[config.mk]
export PLATFORM = sky130hd
export DESIGN_NAME = positional_list_engine_top
export DESIGN_NICKNAME = d
export VERILOG_FILES = /design/src/rtl/core/ple_pkg.sv /design/src/rtl/core/ple_ctrl.sv /design/src/rtl/core/ple_datapath.sv /design/src/rtl/core/positional_list_engine_top.sv
export VERILOG_INCLUDE_DIRS = /design/src /design/src/rtl/core
export SDC_FILE = /design/constraint.sdc
export NUM_CORES = 2
export LEC_CHECK = 0
export BUFFER_PORTS_ARGS = -buffer_cell sky130_fd_sc_hd__clkbuf_2
export CORE_MARGIN = 2
export CORE_UTILIZATION = 55
export DETAILED_ROUTE_END_ITERATION = 10
export PLACE_DENSITY = 0.75
export SYNTH_ARGS = -nofsm -noshare
export SYNTH_HDL_FRONTEND = slang
export SYNTH_SLANG_ARGS = --single-unit
[constraint.sdc]
create_clock -name clk -period 6.3 [get_ports clk]
set_input_delay 1.26 -clock clk [delete_from_list [all_inputs] [get_ports clk]]
set_output_delay 1.26 -clock clk [all_outputs]
set_load 0.01 [all_outputs]
[src/rtl/core/positional_list_engine_top_macros.svh]
// Assertion macros for the positional list engine.
// Included by the RTL files that carry concurrent checks.
`ifndef POSITIONAL_LIST_ENGINE_TOP_MACROS_SVH
`define POSITIONAL_LIST_ENGINE_TOP_MACROS_SVH

// Same-cycle implication, reset gated.
`define PLE_ASSERT_NOW(label, clk, rst_n, ante, cons, msg) \
    label: assert property (@(posedge clk) disable iff (!rst_n) (ante) |-> (cons)) \
        else $error(msg);

// Next-cycle implication, reset gated.
`define PLE_ASSERT_NXT(label, clk, rst_n, ante, cons, msg) \
    label: assert property (@(posedge clk) disable iff (!rst_n) (ante) |=> (cons)) \
        else $error(msg);

`endif

[src/rtl/core/ple_pkg.sv]
// Package for the positional list engine: beat types, codes, control structs.
// No dependencies.
`timescale 1ns / 1ps

package ple_pkg;

    localparam int DATA_W  = 32;
    localparam int POS_W   = 8;
    localparam int OP_W    = 3;
    localparam int STAT_W  = 2;
    localparam int COUNT_W = 5;

    localparam logic [OP_W-1:0] OP_APPEND      = 3'd0;
    localparam logic [OP_W-1:0] OP_INSERT      = 3'd1;
    localparam logic [OP_W-1:0] OP_REMOVE_LAST = 3'd2;
    localparam logic [OP_W-1:0] OP_REMOVE_AT   = 3'd3;
    localparam logic [OP_W-1:0] OP_READ_AT     = 3'd4;
    localparam logic [OP_W-1:0] OP_READ_LAST   = 3'd5;

    localparam logic [STAT_W-1:0] ST_DONE  = 2'd0;
    localparam logic [STAT_W-1:0] ST_EMPTY = 2'd1;
    localparam logic [STAT_W-1:0] ST_FULL  = 2'd2;

    typedef struct packed {
        logic [OP_W-1:0]   operation;
        logic [DATA_W-1:0] element;
        logic [POS_W-1:0]  position;
    } item_t;

    typedef struct packed {
        logic [STAT_W-1:0]  status;
        logic [DATA_W-1:0]  read_value;
        logic               read_valid;
        logic [DATA_W-1:0]  released_value;
        logic               released_valid;
        logic [COUNT_W-1:0] entry_count;
    } result_t;

    typedef struct packed {
        logic load;
        logic exec;
    } ple_cmd_t;

endpackage

[src/rtl/core/ple_ctrl.sv]
// Controller FSM for the positional list engine: accepts a start beat, then drives
// the execute command to the datapath. Depends on ple_pkg.
`timescale 1ns / 1ps
`include "positional_list_engine_top_macros.svh"

module ple_ctrl (
    input  logic              clk,
    input  logic              rst_n,
    input  logic              start,
    output logic              busy,
    output ple_pkg::ple_cmd_t cmd
);
    import ple_pkg::*;

    typedef enum logic [1:0] {
        S_IDLE = 2'b01,
        S_EXEC = 2'b10
    } state_t;

    state_t state_reg, state_next;

    always_comb
    begin
        state_next = state_reg;
        cmd        = '0;
        case (state_reg)
            S_IDLE:
            begin
                if (start)
                begin
                    cmd.load   = 1'b1;
                    state_next = S_EXEC;
                end
            end
            S_EXEC:
            begin
                cmd.exec   = 1'b1;
                state_next = S_IDLE;
            end
            default:
            begin
                state_next = S_IDLE;
            end
        endcase
    end

    assign busy = (state_reg != S_IDLE);

    always_ff @(posedge clk or negedge rst_n)
    begin
        if (!rst_n)
            state_reg <= S_IDLE;
        else
            state_reg <= state_next;
    end

    `PLE_ASSERT_NXT(a_exec_one_cycle, clk, rst_n, busy, !busy, "execute phase longer than one cycle")
    `PLE_ASSERT_NXT(a_accept_to_exec, clk, rst_n, start && !busy, cmd.exec, "accepted beat not executed")

endmodule

[src/rtl/core/ple_datapath.sv]
// Datapath for the positional list engine: entry register array with parallel shift,
// count, release enable and result register. Depends on ple_pkg.
`timescale 1ns / 1ps
`include "positional_list_engine_top_macros.svh"

module ple_datapath #(
    parameter int DEPTH         = 16,
    parameter int ELEMENT_WIDTH = 32
) (
    input  logic              clk,
    input  logic              rst_n,
    input  ple_pkg::ple_cmd_t cmd,
    input  ple_pkg::item_t    item,
    input  logic              cfg_wr_en,
    input  logic              cfg_wr_data,
    output ple_pkg::result_t  result,
    output logic              done
);
    import ple_pkg::*;

    localparam int CNT_W = $clog2(DEPTH + 1);
    localparam int IDX_W = $clog2(DEPTH);
    localparam int CMP_W = (CNT_W > POS_W) ? CNT_W : POS_W;

    item_t                    item_reg;
    logic [ELEMENT_WIDTH-1:0] entries_reg [DEPTH];
    logic [ELEMENT_WIDTH-1:0] entry_next  [DEPTH];
    logic [CNT_W-1:0]         count_reg, count_next;
    logic                     release_enable_reg;
    result_t                  result_reg, result_next;
    logic                     done_reg;

    logic [CMP_W-1:0]         cnt_ext, pos_ext, last_ext;
    logic [CMP_W-1:0]         ins_pos, rem_pos, rd_sel;
    logic                     is_insert, is_remove, is_read;
    logic                     empty, full, do_insert, do_remove;
    logic [ELEMENT_WIDTH-1:0] rd_data, new_elem;

    assign cnt_ext   = CMP_W'(count_reg);
    assign pos_ext   = CMP_W'(item_reg.position);
    assign last_ext  = cnt_ext - CMP_W'(1);
    assign empty     = (count_reg == '0);
    assign full      = (cnt_ext >= CMP_W'(DEPTH));
    assign new_elem  = ELEMENT_WIDTH'(item_reg.element);

    assign is_insert = (item_reg.operation == OP_APPEND) || (item_reg.operation == OP_INSERT);
    assign is_remove = (item_reg.operation == OP_REMOVE_LAST)
                    || (item_reg.operation == OP_REMOVE_AT);
    assign is_read   = (item_reg.operation == OP_READ_AT) || (item_reg.operation == OP_READ_LAST);

    assign do_insert = is_insert && !full;
    assign do_remove = is_remove && !empty;

    assign ins_pos = ((item_reg.operation == OP_APPEND) || (pos_ext >= cnt_ext))
                   ? cnt_ext : pos_ext;
    assign rem_pos = ((item_reg.operation == OP_REMOVE_LAST) || (pos_ext >= cnt_ext))
                   ? last_ext : pos_ext;

    // single read port shared by removal and read
    always_comb
    begin
        if (is_remove)
            rd_sel = rem_pos;
        else if (item_reg.operation == OP_READ_LAST)
            rd_sel = last_ext;
        else
            rd_sel = pos_ext;
    end

    assign rd_data = entries_reg[rd_sel[IDX_W-1:0]];

    for (genvar g = 0; g < DEPTH; g++)
    begin : g_entry
        logic [ELEMENT_WIDTH-1:0] prev_val, succ_val;

        if (g == 0)
        begin : g_first
            assign prev_val = entries_reg[g];
        end
        else
        begin : g_prev
            assign prev_val = entries_reg[g-1];
        end

        if (g == DEPTH - 1)
        begin : g_last
            assign succ_val = entries_reg[g];
        end
        else
        begin : g_succ
            assign succ_val = entries_reg[g+1];
        end

        always_comb
        begin
            entry_next[g] = entries_reg[g];
            if (do_insert)
            begin
                if (CMP_W'(g) == ins_pos)
                    entry_next[g] = new_elem;
                else if (CMP_W'(g) > ins_pos)
                    entry_next[g] = prev_val;
            end
            else if (do_remove)
            begin
                if (CMP_W'(g) >= rem_pos)
                    entry_next[g] = succ_val;
            end
        end
    end

    always_comb
    begin
        count_next  = count_reg;
        result_next = '0;
        if (is_insert)
        begin
            if (full)
                result_next.status = ST_FULL;
            else
                count_next = count_reg + CNT_W'(1);
        end
        else if (is_remove)
        begin
            if (empty)
            begin
                result_next.status = ST_EMPTY;
            end
            else
            begin
                count_next = count_reg - CNT_W'(1);
                if (release_enable_reg)
                begin
                    result_next.released_value = DATA_W'(rd_data);
                    result_next.released_valid = 1'b1;
                end
            end
        end
        else if (is_read)
        begin
            if (empty)
            begin
                result_next.status = ST_EMPTY;
            end
            else if (rd_sel < cnt_ext)
            begin
                result_next.read_value = DATA_W'(rd_data);
                result_next.read_valid = 1'b1;
            end
        end
        result_next.entry_count = COUNT_W'(count_next);
    end

    always_ff @(posedge clk)
    begin
        if (cmd.load)
            item_reg <= item;
        if (cmd.exec)
        begin
            entries_reg <= entry_next;
            result_reg  <= result_next;
        end
    end

    always_ff @(posedge clk or negedge rst_n)
    begin
        if (!rst_n)
        begin
            count_reg          <= '0;
            release_enable_reg <= 1'b0;
            done_reg           <= 1'b0;
        end
        else
        begin
            if (cmd.exec)
                count_reg <= count_next;
            if (cfg_wr_en)
                release_enable_reg <= cfg_wr_data;
            done_reg <= cmd.exec;
        end
    end

    assign result = result_reg;
    assign done   = done_reg;

    `PLE_ASSERT_NOW(a_count_bound, clk, rst_n, 1'b1, cnt_ext <= CMP_W'(DEPTH), "count above depth")
    `PLE_ASSERT_NOW(a_done_follows_exec, clk, rst_n, done, $past(cmd.exec), "result without execute")
    `PLE_ASSERT_NXT(a_full_no_growth, clk, rst_n, cmd.exec && is_insert && full,
        count_reg == $past(count_reg), "insert into full list changed count")

endmodule

[src/rtl/core/positional_list_engine_top.sv]
// Top level of the positional list engine: bounded ordered list of element handles.
// Depends on ple_pkg, ple_ctrl and ple_datapath.
`timescale 1ns / 1ps
//
// Usage:
//   Command channel: drive item and raise start; the beat is taken at a rising edge
//   with start high and busy low. busy is high for the one execute cycle after it.
//   Operations: append, insert at position, remove last, remove at position,
//   read at position, read last. Codes six and seven do nothing.
//   Result channel: done pulses for one cycle with the result beat on result.
//   The receiver has no back pressure; it must take the beat in that cycle.
//   Result and done are registered: the accepted beat is held in item_reg,
//   then the execute state writes result_reg and done_reg. The controller's
//   load/execute sequence takes no new item while busy. Each operation ends in the
//   execute state; all entries behind the position shift in parallel.
//   Configuration: cfg_wr_en/cfg_wr_data write release_enable at the clock edge;
//   write only while no item is in flight.
//   Reset: rst_n clears the count (empty list) and release_enable; the entry
//   store holds no reset value and is never read before being written.
//
module positional_list_engine_top #(
    parameter int DEPTH         = 16,
    parameter int ELEMENT_WIDTH = 32
) (
    input  logic             clk,
    input  logic             rst_n,
    input  logic             start,
    output logic             busy,
    input  ple_pkg::item_t   item,
    input  logic             cfg_wr_en,
    input  logic             cfg_wr_data,
    output ple_pkg::result_t result,
    output logic             done
);
    import ple_pkg::*;

    ple_cmd_t cmd;

    ple_ctrl u_ctrl (
        .clk   (clk),
        .rst_n (rst_n),
        .start (start),
        .busy  (busy),
        .cmd   (cmd)
    );

    ple_datapath #(
        .DEPTH         (DEPTH),
        .ELEMENT_WIDTH (ELEMENT_WIDTH)
    ) u_datapath (
        .clk         (clk),
        .rst_n       (rst_n),
        .cmd         (cmd),
        .item        (item),
        .cfg_wr_en   (cfg_wr_en),
        .cfg_wr_data (cfg_wr_data),
        .result      (result),
        .done        (done)
    );

endmodule
Yosys cells after proc, flatten, opt, wreduce, memory -nomap -nowiden. Index checks and enable logic that the tools add are counted.

Register bits after elaboration: 637.

Add/sub/neg operators: 3. Order comparisons: 34. Eq/ne operators: 39. Mux-type cells: 100. Bitwise operators: 5. Reduce and logical (&&, ||, !) cells: 49.

Operators by type and width (count): two-way mux 32 bit (78); binary-select mux 32 bit (select 4 bit) (1); two-way mux 33 bit (2); == test 4 x 8 -> 1 bit, first input constant (8); greater-than comparator 4 x 8 -> 1 bit, first input constant (8); AND reduction 4 bit (15); >= comparator 4 x 8 -> 1 bit, first input constant (7); inequality test 3 bit, second input constant (14); two-way mux 34 bit (1); nonzero test 2 bit (17); == test 3 x 8 -> 1 bit, first input constant (4); >= comparator 3 x 8 -> 1 bit, first input constant (4); greater-than comparator 3 x 8 -> 1 bit, first input constant (4); two-way mux 8 bit (4); two-way mux 5 bit (4); == test 2 x 8 -> 1 bit, first input constant (2); >= comparator 1 x 8 -> 1 bit, first input constant (2); >= comparator 2 x 8 -> 1 bit, first input constant (2); greater-than comparator 2 x 8 -> 1 bit, first input constant (2); >= comparator 5 bit, second input constant (2); two-way mux 2 bit (5); == test 1 x 8 -> 1 bit, first input constant (1); >= comparator 8 x 5 -> 1 bit (1); greater-than comparator 1 x 8 -> 1 bit, first input constant (1); 24 further kinds (41).

Longest topological paths before layout.
Word-level depth: 13. Mapped depth: 21.

By module. A second synthesis with hierarchy kept.

Cell total of the unflattened synthesis: 3317. Area, all modules: 35625.4 µm².

By module, submodules not included: ple_datapath (times used 1, cells each 3310, area each 35536.6 µm², seq. area each 19033.3 µm²); ple_ctrl (times used 1, cells each 7, area each 88.8 µm², seq. area each 51.3 µm²).

Least setup slack after synthesis. Ideal clock, no wire load.

Kind: register to register. Start: reg u_datapath.count_reg[4]. End: reg u_datapath.entries_reg, in the netlist u_datapath.g_entry[1].succ_val[0], enable pin. Arrival time: 5.714 ns. Data required time: 5.799 ns. Slack: 0.085 ns. Stages on the path, launching flop included: 12. Path buffers: 2. Period minus slack after synthesis: 6.215 ns. Path through: dfrtp_1 clkbuf_1 inv_1 ha_1 or4_1 a311oi_2 buf_6 mux2i_2 nand2_1 nor2_1 a31oi_1 nor4_1.

Cells in the longest elaborated chain, start to end: 6. Elaborated cells on any way between the ends: 19. Those cells by class: add/sub: 1; order compare: 4; eq/ne: 2; mux: 2; reduce/logical: 10.

Ends and longest elaborated chain: start, declared (RTL line ple_datapath.sv:28) `logic [CNT_W-1:0] count_reg, count_next;`; start signal, assigned (RTL line ple_datapath.sv:176) `count_reg <= count_next;`; >= comparator 8 x 5 -> 1 bit (RTL line ple_datapath.sv:54, ple_datapath.sv:56); logical OR 1 bit (on tied branches) (RTL line ple_datapath.sv:54, ple_datapath.sv:56); two-way mux 8 bit (on tied branches) (RTL line ple_datapath.sv:55, ple_datapath.sv:57); greater-than comparator 2 x 8 -> 1 bit (tied with other cells) (RTL line ple_datapath.sv:101) `else if (CMP_W'(g) > ins_pos)`; inequality test 3 bit (no line) or nonzero test 2 bit (tied branches); AND reduction 4 bit (no line) (*); end signal, assigned (RTL line ple_datapath.sv:160) `entries_reg <= entry_next;`; end, declared (RTL line ple_datapath.sv:26) `logic [ELEMENT_WIDTH-1:0] entries_reg [DEPTH];`.

Every way passes the cells marked *; elsewhere a longest branch is shown, timed or not. A chain may end at the register's enable or synchronous reset.

Worst setup path after layout.
Start: reg u_datapath.item_reg, in the netlist u_datapath.pos_ext[0]. End: reg u_datapath.result_reg, in the netlist u_datapath.result[54] (data pin).

Cells in the longest elaborated chain, start to end: 8. Elaborated cells on any way between the ends: 12. Those cells by class: order compare: 2; mux: 6; bitwise: 2; reduce/logical: 2.

Ends and longest elaborated chain: start, declared (RTL line ple_datapath.sv:25) `item_t item_reg;`; start signal, assigned (RTL line ple_datapath.sv:157) `item_reg <= item;`; >= comparator 8 x 5 -> 1 bit (RTL line ple_datapath.sv:56) `assign rem_pos = ((item_reg.operation == OP_REMOVE_LAST) || (pos_ext >= cnt_ext))`; logical OR 1 bit (RTL line ple_datapath.sv:56); two-way mux 8 bit (RTL line ple_datapath.sv:57) `? last_ext : pos_ext;`; two-way mux 8 bit (*) (RTL line ple_datapath.sv:62) `if (is_remove)`; branches (longest 4 deep; another with < comparator 8 x 5 -> 1 bit); end signal, assigned (RTL line ple_datapath.sv:161) `result_reg <= result_next;`; end, declared (RTL line ple_datapath.sv:30) `result_t result_reg, result_next;`.

Every way passes the cells marked *. The select of a mux whose other input is x is not followed.

==> impl_metrics.env <==
export IMPL_synth_edff_count=628
export IMPL_start_util_pct=55.6
export IMPL_cts_root_buffer="clkbuf_16"
export IMPL_rsz0062_at_grt="false"
export IMPL_die_y_um=259
export IMPL_worstMarginPinSlew_ps=1460
export IMPL_power_share_clock_pct=27.0
export IMPL_die_area_sq_um=67300
export IMPL_wl_per_cell_um=28.4
export IMPL_drv_cap=0
export IMPL_grt_max_degree=228
export IMPL_postCtsHoldBufs=0
export IMPL_crit_end="u_datapath.result[54]$_SDFFCE_PP0P_"
export IMPL_setup_viol=0
export IMPL_r2r_end="u_datapath.result[54]$_SDFFCE_PP0P_"
export IMPL_synthFlopType="edfxtp_1"
export IMPL_layout_drive_gt1_share_pct=12.3
export IMPL_period_needed_ps=5440
export IMPL_clk_pin_slew_worst_paths_ps=60
export IMPL_ant_nets=0
export IMPL_finalSetupTns_ps=0
export IMPL_drt_iter0_markers=5932
export IMPL_synthTopCellsByArea="edfxtp_1 (53%), nand3_1 (7.5%), nand2_1 (5.9%), o211ai_1 (5.4%), mux2i_1 (4.7%)"
export IMPL_ctsResizeCount=0
export IMPL_met1_usage_pct=48.7
export IMPL_htreeDepth=3
export IMPL_crit_chain="inv_1, ha_1, nand2b_1, a2111o_1, and4_1, or3_4, nand2_4, inv_2, ha_1, a21o_1, a2111oi_0, nand3_1, a211oi_2, nand2_2, o22ai_1"
export IMPL_synth_nets=3598
export IMPL_grt_pass1_wl_mm=183
export IMPL_crit_buf_inv=2
export IMPL_power_density_nw_per_um2=376
export IMPL_critPathLaunchType="register"
export IMPL_critical_path_depth=15
export IMPL_critPathLaunch="u_datapath.pos_ext[0]$_DFFE_PP_"
export IMPL_crit_type="reg -> reg"
export IMPL_r2r_setup_slack_ps=860
export IMPL_portBuffers=122
export IMPL_arrival_ps=5890
export IMPL_place_ws_ps=1080
export IMPL_crit_reg2reg_launch="u_datapath.pos_ext[0]$_DFFE_PP_"
export IMPL_timing_slew_headroom_pct=2.26
export IMPL_drt_pre_antenna_iters=7
export IMPL_clk_latency_ps=650
export IMPL_slew_viol_final=0
export IMPL_critPathTopFamily="simple AND/OR/NAND/NOR gates"
export IMPL_largest_reg_flops=416
export IMPL_num_vias=32000
export IMPL_met3_usage_pct=8.86
export IMPL_grt_busiest_layer="met2"
export IMPL_viasPerCell=7.37
export IMPL_fin_ws_ps=862
export IMPL_pwr_share_comb_pct=38.3
export IMPL_synth_area_leader_cell="edfxtp_1"
export IMPL_design_core_area_sq_um=64500
export IMPL_grt_overflow=0
export IMPL_hp_class="in -> async"
export IMPL_gp_congestion=0.903
export IMPL_max_stage_delay_ps=760
export IMPL_nNetsFinal=3494
export IMPL_synth_seq_cells=637
export IMPL_p_sw_uw=6010
export IMPL_io_pins=123
export IMPL_grt_use_total_pct=35.7
export IMPL_syn_cell_area_sq_um=35900
export IMPL_cts_buffers=72
export IMPL_fin_skew_ps=28.1
export IMPL_cp_common_cell="ha_1"
export IMPL_drt_total_wl_mm=123
export IMPL_grt_pass1_vias=29500
export IMPL_worstPathRequired_ps=6750
export IMPL_fp_dieW_um=259
export IMPL_use_met2_pct=53.5
export IMPL_antenna_found_initial=0
export IMPL_n_antenna_cell=0
export IMPL_p_seq_share_pct=34.7
export IMPL_async_reset_ff_share_pct=1.41
export IMPL_syn_to_final_growth_pct=9.30
export IMPL_p_int_uw=8750
export IMPL_ff2ff_path_depth=15
export IMPL_cts_tree="yes"
export IMPL_ys_types=68
export IMPL_irDropWorstVdd_v=0.000331
export IMPL_synthTopCellsByCount="edfxtp_1 (628), nand2_1 (568), nand3_1 (535)"
export IMPL_hold_viol=0
export IMPL_period_share_pct=86.3
export IMPL_swShare_pct=40.7
export IMPL_drc=0
export IMPL_cts_sinks=637
export IMPL_dp_hpwl_mm=64.1
export IMPL_yosysMostFrequentCell="edfxtp_1"
export IMPL_crit_fanout=31
export IMPL_synth_seq_area_share_pct=53.2
export IMPL_status="finished, final reports clean"
export IMPL_synth_top_area_share_pct=52.6
export IMPL_yosys_warnings=0
export IMPL_clk_path_buf_depth=3
export IMPL_postCtsSetupBuffers=0
export IMPL_fmax_mhz=184
export IMPL_netlist_instances=3538
export IMPL_syn_avg_cell_area_sq_um=10.1
export IMPL_end_kind="register"
export IMPL_fp_row_count=93
export IMPL_final_util_pct=60.8
export IMPL_power_leakage_uw=0.0129
export IMPL_cpMaxStageDelayCell="nand2_2"
power groups by stage:
| stage | Sequential [uW] | Combinational [uW] | Clock, uW |
|---|---|---|---|
| after floorplan | 5140 | 3700 | 0 |
| after global placement | 5200 | 5330 | 0 |
| after detailed placement | 5200 | 5410 | 0 |
| after CTS | 5110 | 5420 | 4000 |
| after global routing | 5130 | 5950 | 4150 |
| final | 5120 | 5650 | 3990 |
cells by family (layout without fill, tap and decap cells):
family	count (synthesis)	in the layout	synth area share, %
AO/OA/AOI/OAI	1091	1091	20.5
XOR/XNOR	5	5	0.122
adder cells (fa/ha/maj)	12	12	0.419
buffers and inverters	387	335	4.73
flip-flops	637	637	53.2
multiplexers	209	209	5.98
AND/OR/NAND/NOR	1197	1197	15.0
worst min path at each step:
stage                                                        from                                       endpoint
finish                                                      rst_n            u_datapath.count_reg[4]$_DFFE_PN0P_
global route                                                rst_n                u_ctrl.state_reg[1]$_DFFE_PN0P_
CTS                                                         rst_n                u_ctrl.state_reg[1]$_DFFE_PN0P_
detailed placement      u_datapath.release_enable_reg$_DFFE_PN0P_      u_datapath.release_enable_reg$_DFFE_PN0P_
global placement    u_datapath.g_entry[14].succ_val[30]$_DFFE_PP_  u_datapath.g_entry[13].succ_val[30]$_DFFE_PP_
floorplan               u_datapath.release_enable_reg$_DFFE_PN0P_      u_datapath.release_enable_reg$_DFFE_PN0P_
metal layers:
layer | vias to the layer above | routed length [um]
li1 | 13500 | -
met1 | 15300 | 45200
met2 | 2714 | 55300
met3 | 462 | 16600
met4 | 0 | 6190
met5 | - | 0
metrics by stage:
stage	hold slack, ps	area [sq um]	power (uW)	cells
6_report	479	39200	14800	4341
5_1_grt	479	39200	15200	4341
4_1_cts	470	39200	14500	4341
3_5_place_dp	538	37000	10600	4215
3_3_place_gp	531	37000	10500	4215
2_1_floorplan	472	35900	8840	3538
layout make-up:
type | instances | area (sq um)
Fill cell | 5316 | 25300
Sequential cell | 637 | 19100
Multi-Input combinational cell | 2514 | 15400
Clock buffer | 93 | 1920
Timing Repair Buffer | 194 | 1410
Tap cell | 855 | 1070
Clock inverter | 33 | 233
Inverter | 15 | 56.3
cell usage in the layout (no fill, tap or decap), drive strengths merged, types with 8 or more instances in the layout:
cell type  count
o21ai        431
nand3        545
nor2          31
a31oi         69
clkinv        30
a221oi        62
ha            12
nand2        569
inv           16
buf           72
a21oi         18
o211ai       288
o22ai         66
mux2          37
a32oi         69
clkbuf       215
nor3          15
a311oi        66
edfxtp       628
dfrtp          8
mux2i        172
Power figures use the tool's default switching activity.
